===== src/rtl/vn2d_pkg.sv =====
// Shared types, constants and helper functions for the 2-D value noise evaluator.
package vn2d_pkg;

  localparam int unsigned COORD_W  = 32;
  localparam int unsigned FRAC_W   = 16;
  localparam int unsigned IDX_W    = 16;
  localparam int unsigned VAL_W    = 16;
  localparam int unsigned BANKS    = 4;
  localparam int unsigned BANK_SEL_W = 2;
  localparam int unsigned BANK_AW  = IDX_W - BANK_SEL_W;
  localparam int unsigned EASE_W   = 18;
  localparam int unsigned PROD_W   = 2 * (VAL_W + 1);

  // 3.0 in Q16 for the smoothstep factor (3 - 2t)
  localparam logic [EASE_W-1:0] THREE_Q16 = 18'h30000;
  localparam logic [VAL_W-1:0]  VAL_MAX   = 16'hFFFF;

  typedef enum logic {
    KIND_WRITE = 1'b0,
    KIND_EVAL  = 1'b1
  } kind_t;

  typedef logic [BANK_AW-1:0] bank_addr_t;
  typedef logic [VAL_W-1:0]   val_t;

  // Lattice memory request: one write and four bank reads, issued on ld.
  typedef struct packed {
    logic                       ld;
    logic                       wr_en;
    logic [BANK_SEL_W-1:0]      wr_bank;
    bank_addr_t                 wr_addr;
    val_t                       wr_data;
    logic [BANKS-1:0][BANK_AW-1:0] rd_addr;
  } lat_req_t;

  // Stage loads for the two-stage ease unit.
  typedef struct packed {
    logic ld_a;
    logic ld_b;
  } ease_ctl_t;

  // Bank select: row parity sits at bit g, column parity at bit 0.
  function automatic logic [BANK_SEL_W-1:0] bank_sel(logic [IDX_W-1:0] a, int unsigned g);
    logic [BANK_SEL_W-1:0] s;
    s = {a[g], a[0]};
    return s;
  endfunction

  // In-bank address: drop bits g and 0 from the table address.
  function automatic bank_addr_t bank_addr(logic [IDX_W-1:0] a, int unsigned g);
    logic [IDX_W-1:0] hi;
    logic [IDX_W-1:0] lo;
    logic [IDX_W-1:0] lo_mask;
    lo_mask = (IDX_W'(1) << (g - 1)) - IDX_W'(1);
    hi = (a >> (g + 1)) << (g - 1);
    lo = (a >> 1) & lo_mask;
    return BANK_AW'(hi | lo);
  endfunction

endpackage


===== src/rtl/vn2d_ease.sv =====
// Two-stage smoothstep unit: s = t*t*(3-2t) in truncating Q0.16.
module vn2d_ease
  import vn2d_pkg::*;
(
  input  logic       clk,
  input  ease_ctl_t  ctl,
  input  val_t       t,
  output val_t       s
);

  val_t              tt_r;
  val_t              t_r;
  val_t              s_r;
  logic [2*VAL_W-1:0] sq;
  logic [EASE_W-1:0]  fac;
  logic [VAL_W+EASE_W-1:0] prod;
  logic [EASE_W-1:0]  s_wide;
  val_t              s_nxt;

  assign sq = {{VAL_W{1'b0}}, t} * {{VAL_W{1'b0}}, t};

  // t*t in Q16, held with t for the second product
  always_ff @(posedge clk) begin
    if (ctl.ld_a) begin
      tt_r <= sq[2*VAL_W-1:FRAC_W];
      t_r  <= t;
    end
  end

  always_comb begin
    fac    = THREE_Q16 - {1'b0, t_r, 1'b0};
    prod   = {{EASE_W{1'b0}}, tt_r} * {{VAL_W{1'b0}}, fac};
    s_wide = prod[FRAC_W +: EASE_W];
    // clamp to the largest Q0.16 value
    s_nxt  = (|s_wide[EASE_W-1:VAL_W]) ? VAL_MAX : s_wide[VAL_W-1:0];
  end

  always_ff @(posedge clk) begin
    if (ctl.ld_b) begin
      s_r <= s_nxt;
    end
  end

  assign s = s_r;

endmodule


===== config.mk =====
export PLATFORM = sky130hd
export DESIGN_NAME = vn2d_ease
export DESIGN_NICKNAME = d
export VERILOG_FILES = /design/src/rtl/vn2d_pkg.sv /design/src/rtl/vn2d_ease.sv
export SDC_FILE = /design/constraint.sdc
export NUM_CORES = 1
export LEC_CHECK = 0
export BUFFER_PORTS_ARGS = -buffer_cell sky130_fd_sc_hd__buf_4
export CORE_UTILIZATION = 67
export CTS_BUF_LIST = sky130_fd_sc_hd__clkbuf_8
export DETAILED_ROUTE_END_ITERATION = 6
export PLACE_DENSITY_LB_ADDON = 0.15
export SLEW_MARGIN = 40
export SYNTH_ARGS = -nofsm -noshare
export SYNTH_HDL_FRONTEND = slang
export SYNTH_SLANG_ARGS = --single-unit

===== constraint.sdc =====
create_clock -name clk -period 9.3 [get_ports clk]
set_clock_uncertainty 0.2 [all_clocks]
set_input_delay 0.465 -clock clk [delete_from_list [all_inputs] [get_ports clk]]
set_output_delay 0.465 -clock clk [all_outputs]
set_load 0.05 [all_outputs]

# Word level (Yosys, flattened, before mapping)
# Index checks and enable logic that the tools add are counted.
[totals]
wordCells = 7
ff_bits = 48
[classes]
n_reduce_logical = 1
addsub = 1
mul = 2
[op_table]
columns = ["cell", "n"]
rows = [
  ["$mul A16 B18 Y34", 1],
  ["$mul A16 B16 Y32", 1],
  ["$sub A18 B17 Y18 const A", 1],
  ["$reduce_or A2 Y1", 1],
]

# Logic depth before layout (Yosys ltp)
# Gate-level depths: netlist of run 1.
[depth]
word_depth = 3
depth_mapped = 29
depth_no_buf = 26

# Worst setup path after synthesis of run 1
# No wires, ideal clock.
[synth_timing]
kind = "register -> register"
start = "reg t_r[6]"
end = "reg s_r[11], in the netlist s[11], data pin"
path_stages_with_launch = 26
n_path_buf = 1
required_time_ps = 8846
arrival_ps = 7215
setup_time_ps = 254
slack_ps = 1631
cell_sequence = "edfxtp_1 > or4_1 > nor3_1 > nand3_1 > nor3_1 > xnor2_1 > clkbuf_1 > nand2_1 > fa_1 > fa_1 > fa_1 > inv_1 > fa_1 > fa_1 > inv_1 > fa_1 > inv_1 > ha_1 > and2_1 > and4_1 > a31oi_1 > a211oi_2 > o211ai_1 > a21boi_0 > or3_1 > a21o_1"
[synth_via]
elab_chain_len = 3
[synth_lines]
columns = ["element", "line", "text"]
rows = [
  ["from (decl)", "vn2d_ease.sv:12", "val_t t_r;"],
  ["from (signal assigned)", "vn2d_ease.sv:26", "t_r <= t;"],
  ["$sub A18 B17 Y18 (*)", "vn2d_ease.sv:31", "fac = THREE_Q16 - {1'b0, t_r, 1'b0};"],
  ["$mul A16 B18 Y34 (*)", "vn2d_ease.sv:32", "prod = {{EASE_W{1'b0}}, tt_r} * {{VAL_W{1'b0}}, fac};"],
  ["$reduce_or A2 Y1", "vn2d_ease.sv:35", "s_nxt = (|s_wide[EASE_W-1:VAL_W]) ? VAL_MAX : s_wide[VAL_W-1:0];"],
  ["to (signal assigned)", "vn2d_ease.sv:40", "s_r <= s_nxt;"],
  ["to (decl)", "vn2d_ease.sv:13", "val_t s_r;"],
]
# Every way passes the cells marked *; elsewhere a longest branch is shown, timed or not.
# A chain may end at the register's enable or synchronous reset.

# Worst setup path after layout of run 1
[layout_timing]
start = "reg t_r[6]"
end = "reg s_r[6], in the netlist s[6], data pin"
# The elaborated chain is that of the path after synthesis.

==> results.txt, run 1 <==
Final setup fails - 0
DIE AREA - 26240 µm²
EDFF count, synth - 48
Placed inst area - 17740 µm²
CTS resizes - 0
Slew Limit Fails - 0
Initial Utilization - 68.31%
CTS tree - built
Slew HR - 43.76%
FMAX - 0.1186 GHz
Crit-path max cell delay - 0.65 ns
Synth area leaders - fa_1, ha_1, inv_1
HPWL after detailed placement - 30.62 mm
Async SR Flop Fraction - 0%
Register area share after synthesis - 8.404%
PortBufs - 34
Setup CP Type - flip-flop to flip-flop
Slew @ Worst Pin - 0.8436 ns
Top-count cell post-synth - inv_1
Min cycle time layout - 8.430 ns
Core Area - 25110 µm²
Sink Count - 48
Final Hold Viols - 0
Status - finished, final reports clean
Final wirelength - 37.44 mm
Nets - 2428
WL/cell - 17.27 µm
Num ports - 35
RD Place Congestion - 0.8780
CP max stage cell - mux2i_2
Root Buffer Master - clkbuf_8
Yosys top cell area share - 43.19%
Cell Chain, Critical Path - or4_1 -> nor3_1 -> nand3_1 -> xor2_1 -> buf_4 -> nand2_1 -> fa_1 -> fa_1 -> inv_1 -> fa_1 -> fa_1 -> fa_1 -> inv_1 -> fa_1 -> inv_1 -> ha_1 -> a21oi_1 -> nor2_1 -> o21ai_0 -> o211ai_1 -> a221o_1 -> o41ai_2 -> mux2i_2 -> o21bai_1
Startpoint types - flip-flop
Vias per cell - 5.530
RSZ-0062 raised after global routing - no
ANT cells - 0
Grt total ovfl - 0
Max H-tree Level - 2
TritonCTS Buffers - 5
Design area - 17870 µm²
CP Capture Type - flip-flop
Vias - 11989
#FFs+latches synth - 48
Buf+Inv Stages, Crit Path - 4
CP top delay family - adder cells
Total negative slack - 0 ns
Placed Cells - 2160
Ratio of cells with drive above 1 in the final layout - 3.917%
Critical path's most frequent cell - fa_1
Largest net degree at the start of global routing - 33
Row count - 58
Number of nets with antenna violations after routing - 0
Synth Net Count - 2425
Synthesized cell area - 17150 µm²
Chip width - 162.0 µm
Ys Warns - 0
Pre-antenna DRT Iters - 7
Clk_lat worst skew - 0.31 ns
Initial antenna violation count - 0
Vias in the first global route - 13036
GRT Total Usage - 30.80%
Area Growth Syn to Fin - 4.209%
Clock Path Buffers - 2
MaxCap Viol Count - 0
Synthesized area per cell - 9.352 µm²
Period utilization - 90.65%
Worst-path clk slew - 0.10 ns
Primary FF master, synth - edfxtp_1
Hold Crit Class - input port to flip-flop
Post-Syn Instances - 1834
# Post-CTS Setup Buffers - 0
CP required - 9.26 ns
Worst EP arrival - 8.39 ns
1st-iter DRT viols - 546
First-pass GRT wire length - 62.73 mm
R2R setup slack - 0.87 ns
CTS Hold Bufs - 0
Library cells used by synthesis - 51
Biggest area consumer among synthesized cells - fa_1
Chip Height - 162.0 µm
DRC - 0
Maximum net fanout on the critical path - 16
Non-filler cells, final - 2168
Synth top cells by count - inv_1, fa_1, nand2_1, ha_1, and2_1
cell usage in the layout (no fill, tap or decap), types with 2 or more instances in the layout:
cell and instances:
clkbuf_8 5, fa_1 370, nor3_1 9, nand2_1 221, a21o_1 18, nor2_1 43
o2111ai_1 2, a21oi_1 31, nand4_1 4, and4_1 2, nand2b_1 17, edfxtp_1 48
a41oi_1 2, o21a_1 6, nor2b_1 8, o21bai_1 3, and3_1 6, a31oi_1 5
ha_1 202, nor3b_1 3, xnor2_1 33, o41ai_2 2, buf_4 50, nand3_1 6
inv_1 491, or3_1 4, and2_1 175, a211oi_2 2, o221ai_1 2, nor4_1 4
or2_2 4, o211ai_1 4, bufinv_16 2, a211oi_1 3, xor2_1 20, o21ai_0 16
stage by stage:
step,utilization [%],setup WS (ns),hold WS (ns)
global route,71.18,0.3827,0.3026
global placement,70.62,1.081,0.6219
CTS,71.18,0.9063,0.3002
floorplan,-,1.631,0.3639
detailed placement,70.63,0.9906,0.6288
finish,71.18,0.8695,0.3004
cell families (layout without fill, tap and decap cells):
group | count (synthesis) | after routing | synth area share, %
buffers and inverters | 545 | 549 | 11.96
adders and majority gates | 572 | 572 | 57.92
AOI/OAI and AO/OA | 105 | 105 | 4.166
muxes | 2 | 2 | 0.1240
xor gates and xnor gates | 53 | 53 | 2.706
DFF | 48 | 48 | 8.404
and+or+nand+nor | 509 | 509 | 14.72
worst paths after layout:
check,from,end,cells past startpoint
setup / recovery,t_r[6],s[6],24
hold / removal,t[7],t_r[7],1
setup reg to reg,t_r[6],s[6],24
hold reg to reg,t_r[14],s[1],10
cell type report:
class / instances / area, µm²
clock buffers: 5 / 68.82
clock inverters: 3 / 68.82
fillers: 1936 / 7236
inverters: 491 / 1843
multi-input cells: 1241 / 13660
flip-flops and latches: 48 / 1441
well taps: 330 / 412.9
repair buffers: 50 / 375.4
worst register-to-register path: cells and delay by family, from the launching register on:
family                     cells  cell delay [ns]
and+or+nand+nor                5             1.21
buffers and inverters          4             0.42
adders and majority gates      7             3.33
xor gates and xnor gates       1             0.52
DFF                            1             0.46
muxes                          1             0.65
AOI/OAI and AO/OA              6             1.50
metal layers:
layer	vias up	track usage (%)	wire length, µm
li1	5440	-	-
met1	6109	38.14	14630
met2	337	53.82	19000
met3	103	3.166	1865
met4	0	15.52	1947
met5	-	0	0
sequential cells by signal, indices dropped and copies added (netlist names):
| register | count |
|---|---|
| t_r | 16 |
| s | 16 |
| tt_r | 16 |
Power of run 1 is not shown: default switching activity piles up to over one toggle a cycle in this logic, so the estimate is an artifact.
==> run 2: changes to the inputs <==
--- a/config.mk
+++ b/config.mk
@@ -5,6 +5,7 @@
 export SDC_FILE = /design/constraint.sdc
 export NUM_CORES = 1
 export LEC_CHECK = 0
+export ABC_AREA = 1
 export BUFFER_PORTS_ARGS = -buffer_cell sky130_fd_sc_hd__buf_4
 export CORE_UTILIZATION = 67
 export CTS_BUF_LIST = sky130_fd_sc_hd__clkbuf_8
==> run 2 against run 1 <==
First-iteration DRC count rose by 140%. Critical path depth up 10. Synthesized cell count up 31%. Cell area rose by 8.8%. Final cell count rose by 27%. Non-clock buffer count is 15 lower. Register-to-register slack better by 0.56 ns. Setup slack gained 0.56 ns. Area after synthesis increased by 9.8%. Wire length up 30%. Sequential share of layout area shrank 0.65 points. Highest routed layer unchanged.
==> results.txt, run 2 <==
Pre-antenna DRT Iters - 6
Root Buffer Master - clkbuf_8
Final Hold Viols - 0
Primary FF master, synth - edfxtp_1
Slew HR - 44.65%
CP Capture Type - flip-flop
Status - finished, final reports clean
Slew @ Worst Pin - 0.8302 ns
Row count - 60
Number of nets with antenna violations after routing - 0
Worst Setup Slack post-DPL - 1.553 ns
Fill count - 2293
Final wirelength - 48.59 mm
Startpoint types - flip-flop
Top-count cell post-synth - inv_1
Multi-input gate area - 14470 µm²
DIE AREA - 28770 µm²
Vias per cell - 5.528
CTS resizes - 0
Final setup fails - 0
CP required - 9.19 ns
Max H-tree Level - 2
Synthesized area per cell - 7.843 µm²
Synthesized cell area - 18820 µm²
Largest net degree at the start of global routing - 33
WL/cell - 17.63 µm
Register area share after synthesis - 7.657%
TritonCTS Buffers - 5
Worst EP arrival - 7.76 ns
Initial antenna violation count - 0
#FFs+latches synth - 48
Buf+Inv Stages, Crit Path - 10
Clock Path Buffers - 2
PortBufs - 34
FMAX - 0.1271 GHz
Crit-path max cell delay - 0.69 ns
DRC - 0
Hold slack - 0.2918 ns
RSZ-0062 raised after global routing - no
Clk_lat worst skew - 0.34 ns
Initial Utilization - 69.08%
Synth Net Count - 2991
HPWL after detailed placement - 41.78 mm
Chip width - 169.6 µm
Library cells used by synthesis - 44
ANT cells - 0
Area Growth Syn to Fin - 3.290%
MaxCap Viol Count - 0
Ys Warns - 0
Worst-path clk slew - 0.12 ns
First-pass GRT wire length - 81.54 mm
Synth area leaders - fa_1, inv_1, ha_1
Num ports - 35
Biggest area consumer among synthesized cells - fa_1
Final WS setup - 1.430 ns
Ratio of cells with drive above 1 in the final layout - 3.356%
Final core utilization - 71.35%
EDFF count, synth - 48
CTS tree - built
Yosys top cell area share - 39.35%
# Post-CTS Setup Buffers - 0
Setup CP Type - flip-flop to flip-flop
RD Place Congestion - 1.005
1st-iter DRT viols - 1286
Vias - 15235
CP max stage cell - edfxtp_1
Post-Syn Instances - 2400
Synth top cells by count - inv_1, nand2_1, fa_1, ha_1, nor2_1
Period utilization - 84.62%
Async SR Flop Fraction - 0%
Slew Limit Fails - 0
Maximum net fanout on the critical path - 18
Nets - 2974
Hold Crit Class - input port to flip-flop
Vias in the first global route - 16365
CP top delay family - adder cells
Reg area - 1441 µm²
Total negative slack - 0 ns
Core Area - 27250 µm²
Min cycle time layout - 7.870 ns
Sink Count - 48
Chip Height - 169.6 µm
Critical path's most frequent cell - inv_1
CTS Hold Bufs - 0
Grt total ovfl - 0
Most frequent cells in the layout - inv_1, nand2_1, fa_1
GRT Total Usage - 36.74%
R2R setup slack - 1.43 ns
Commonest non-fill, non-tap cell in the layout - inv_1
## run 2: worst reg2reg max path: cells and delay by family, from the launching register on
kind | cells | cell delay (ns)
flops | 1 | 0.69
compound gates | 1 | 0.14
buf+inv | 10 | 0.95
simple gates | 15 | 2.05
fa+ha+maj | 8 | 3.61
## run 2: routing by layer
metal | routed length [µm] | global-route usage, %
met3 | 4579 | 6.227
met2 | 22660 | 60.74
met4 | 2122 | 14.41
met1 | 19230 | 48.40
met5 | 0 | 0
## run 2: cells by family after synthesis
kind of cell | Yosys count | synth area share (%)
and+or+nand+nor | 841 | 18.42
buffers and inverters | 770 | 15.53
adders and majority gates | 572 | 52.77
AOI/OAI and AO/OA | 143 | 4.407
DFF | 48 | 7.657
xor gates and xnor gates | 26 | 1.210
## run 2: worst paths after layout
check	startpoint	endpoint	depth (start not counted)
worst min register to register	t_r[0]	s[7]	9
worst max register to register	t_r[0]	s[12]	34
worst min-delay path	t[0]	t_r[0]	1
worst max-delay path	t_r[0]	s[12]	34
## run 2: through the flow
stage / std cells / cell area [µm²]
after floorplan: 2400 / 18820
after global placement: 2748 / 19300
after detailed placement: 2748 / 19300
after CTS: 2756 / 19440
after global routing: 2756 / 19440
final: 2756 / 19440
## run 2: layout make-up
class	count	area share [%]
Clock buffer	5	0.3539
Tap cell	372	2.394
Sequential cell	48	7.413
Clock inverter	3	0.3539
Inverter	711	13.73
Timing Repair Buffer	35	1.351
Multi-Input combinational cell	1582	74.40
Power of run 2 is left out for the same reason.
==> run 3: changes to the inputs <==
--- a/config.mk
+++ b/config.mk
@@ -5,9 +5,9 @@
 export SDC_FILE = /design/constraint.sdc
 export NUM_CORES = 1
 export LEC_CHECK = 0
-export ABC_AREA = 1
+export ABC_AREA = 0
 export BUFFER_PORTS_ARGS = -buffer_cell sky130_fd_sc_hd__buf_4
-export CORE_UTILIZATION = 67
+export CORE_UTILIZATION = 61
 export CTS_BUF_LIST = sky130_fd_sc_hd__clkbuf_8
 export DETAILED_ROUTE_END_ITERATION = 6
 export PLACE_DENSITY_LB_ADDON = 0.15
==> constraint.sdc (replaced) <==
create_clock -name clk -period 6.77 [get_ports clk]
set_clock_uncertainty 0.2 [all_clocks]
set_input_delay 0.3385 -clock clk [delete_from_list [all_inputs] [get_ports clk]]
set_output_delay 0.3385 -clock clk [all_outputs]
set_load 0.05 [all_outputs]
==> run 3 against run 2 <==
The run now ends with negative setup slack left. Setup slack lost 2.0 ns. Final cell count is 15% lower. First-iteration DRC count is 50% lower. Flip-flop and latch count unchanged. Utilization fell by 2.0 points. Clock-buffer cell count stayed put. Fmax rose by 6.6%. Hold slack got worse by 0.18 ns. Highest routed layer unchanged.
==> results.txt, run 3 (synthesis gave the netlist of run 1 again) <==
Status - complete, but fails checks
Failing checks - negative setup slack
Startpoint types - flip-flop
Nets - 2560
Hold wc startpoint - t[5]
Number of nets with antenna violations after routing - 0
Worst-path clk slew - 0.10 ns
Chip Height - 169.7 µm
CP Capture Type - flip-flop
1st-iter DRT viols - 639
Vias per cell - 5.194
Crit-path max cell delay - 0.57 ns
Critical path's most frequent cell - fa_1
Root Buffer Master - clkbuf_8
Slew HR - 54.85%
Maximum net fanout on the critical path - 16
CTS tree - built
Max H-tree Level - 2
Vias - 12196
FMAX - 0.1355 GHz
Ratio of cells with drive above 1 in the final layout - 12.13%
R2R setup slack - -0.61 ns
First-pass GRT wire length - 63.89 mm
Most frequent cells in the layout - inv_1, fa_1, nand2_1
Chip width - 169.7 µm
Clock Path Buffers - 2
DRC - 0
DIE AREA - 28790 µm²
RR Endpoint - s[11]
Slew Limit Fails - 0
Hold EP - t_r[5]
Initial antenna violation count - 0
Hold Crit Class - input port to flip-flop
Setup CP Type - flip-flop to flip-flop
CP required - 6.66 ns
HPWL after detailed placement - 33.31 mm
WL/cell - 16.16 µm
Num ports - 35
Worst hold stages - 1
R2R cell count - 25
Grt total ovfl - 0
Slew @ Worst Pin - 0.6772 ns
Total negative slack - -9.558 ns
Commonest non-fill, non-tap cell in the layout - inv_1
Area Growth Syn to Fin - 12.09%
Fill count - 2182
Final WS setup - -0.6128 ns
Period utilization - 109.1%
Row count - 61
CTS Hold Bufs - 0
ANT cells - 0
Final core utilization - 69.39%
Largest net degree at the start of global routing - 33
RSZ-0062 raised after global routing - yes
Worst EP arrival - 7.27 ns
FF-to-FF Start - t_r[6]
GRT Total Usage - 28.51%
Initial Utilization - 61.91%
Core Area - 27710 µm²
Final wirelength - 37.94 mm
Sink Count - 48
Min cycle time layout - 7.383 ns
PortBufs - 34
TritonCTS Buffers - 5
CP max stage cell - or4_4
Pre-antenna DRT Iters - 5
RD Place Congestion - 0.9297
Vias in the first global route - 13300
Final setup fails - 16
Final Hold Viols - 0
MaxCap Viol Count - 0
Clk_lat worst skew - 0.33 ns
==> run 3: final cells by class <==
| class | instances | area, µm² | share of cell area, % |
|---|---|---|---|
| clock buffer | 5 | 68.82 | 0.3580 |
| sequential | 48 | 1441 | 7.498 |
| multi-input combinational | 1241 | 13940 | 72.50 |
| clock inverter | 3 | 68.82 | 0.3580 |
| timing repair buffer | 182 | 1391 | 7.237 |
| inverter | 491 | 1843 | 9.587 |
| tap | 378 | 473.0 | 2.460 |
==> run 3: worst max path at each step <==
stage	start	end	slack (ns)	cells past startpoint
2_1_floorplan	t_r[6]	s[10]	-0.56	23
3_3_place_gp	t_r[3]	s[11]	-0.56	24
3_5_place_dp	t_r[3]	s[10]	-0.71	26
4_1_cts	t_r[6]	s[10]	-0.66	24
5_1_grt	t_r[3]	s[10]	-1.00	25
6_report	t_r[6]	s[11]	-0.61	25
==> run 3: timing repair <==
action	4_1_cts	5_1_grt
pin swaps	0	0
endpoints found under the setup margin	16	16
gates cloned	0	0
setup buffers	3	1
resized for setup	4	5
==> run 3: metal layers <==
metal | up-vias | GRT usage (%) | part of all wire, %
met3 | 65 | 2.449 | 4.5
met2 | 303 | 50.82 | 50
li1 | 5701 | - | -
met5 | - | 0 | 0
met4 | 0 | 7.403 | 2.5
met1 | 6127 | 37.47 | 43
==> run 3: worst max-delay path: cells and delay by family (launching register included) <==
family	cells	cell delay, ns
AO/OA/AOI/OAI	6	1.29
AND/OR/NAND/NOR	5	1.29
multiplexers	1	0.12
buffers and inverters	5	0.42
XOR/XNOR	1	0.14
adder cells (fa/ha/maj)	7	3.26
flip-flops	1	0.40
==> run 3: per-stage QoR <==
stage / setup slack (ns) / hold WS (ns) / area, µm² / cells
global placement: -0.5594 / 0.4399 / 19010 / 2336
CTS: -0.6562 / 0.1019 / 19200 / 2347
global route: -1.002 / 0.1078 / 19220 / 2348
detailed placement: -0.7071 / 0.4460 / 19010 / 2336
finish: -0.6128 / 0.1165 / 19220 / 2348
floorplan: -0.5641 / 0.2374 / 17420 / 1834
Power of run 3 is left out for the same reason.
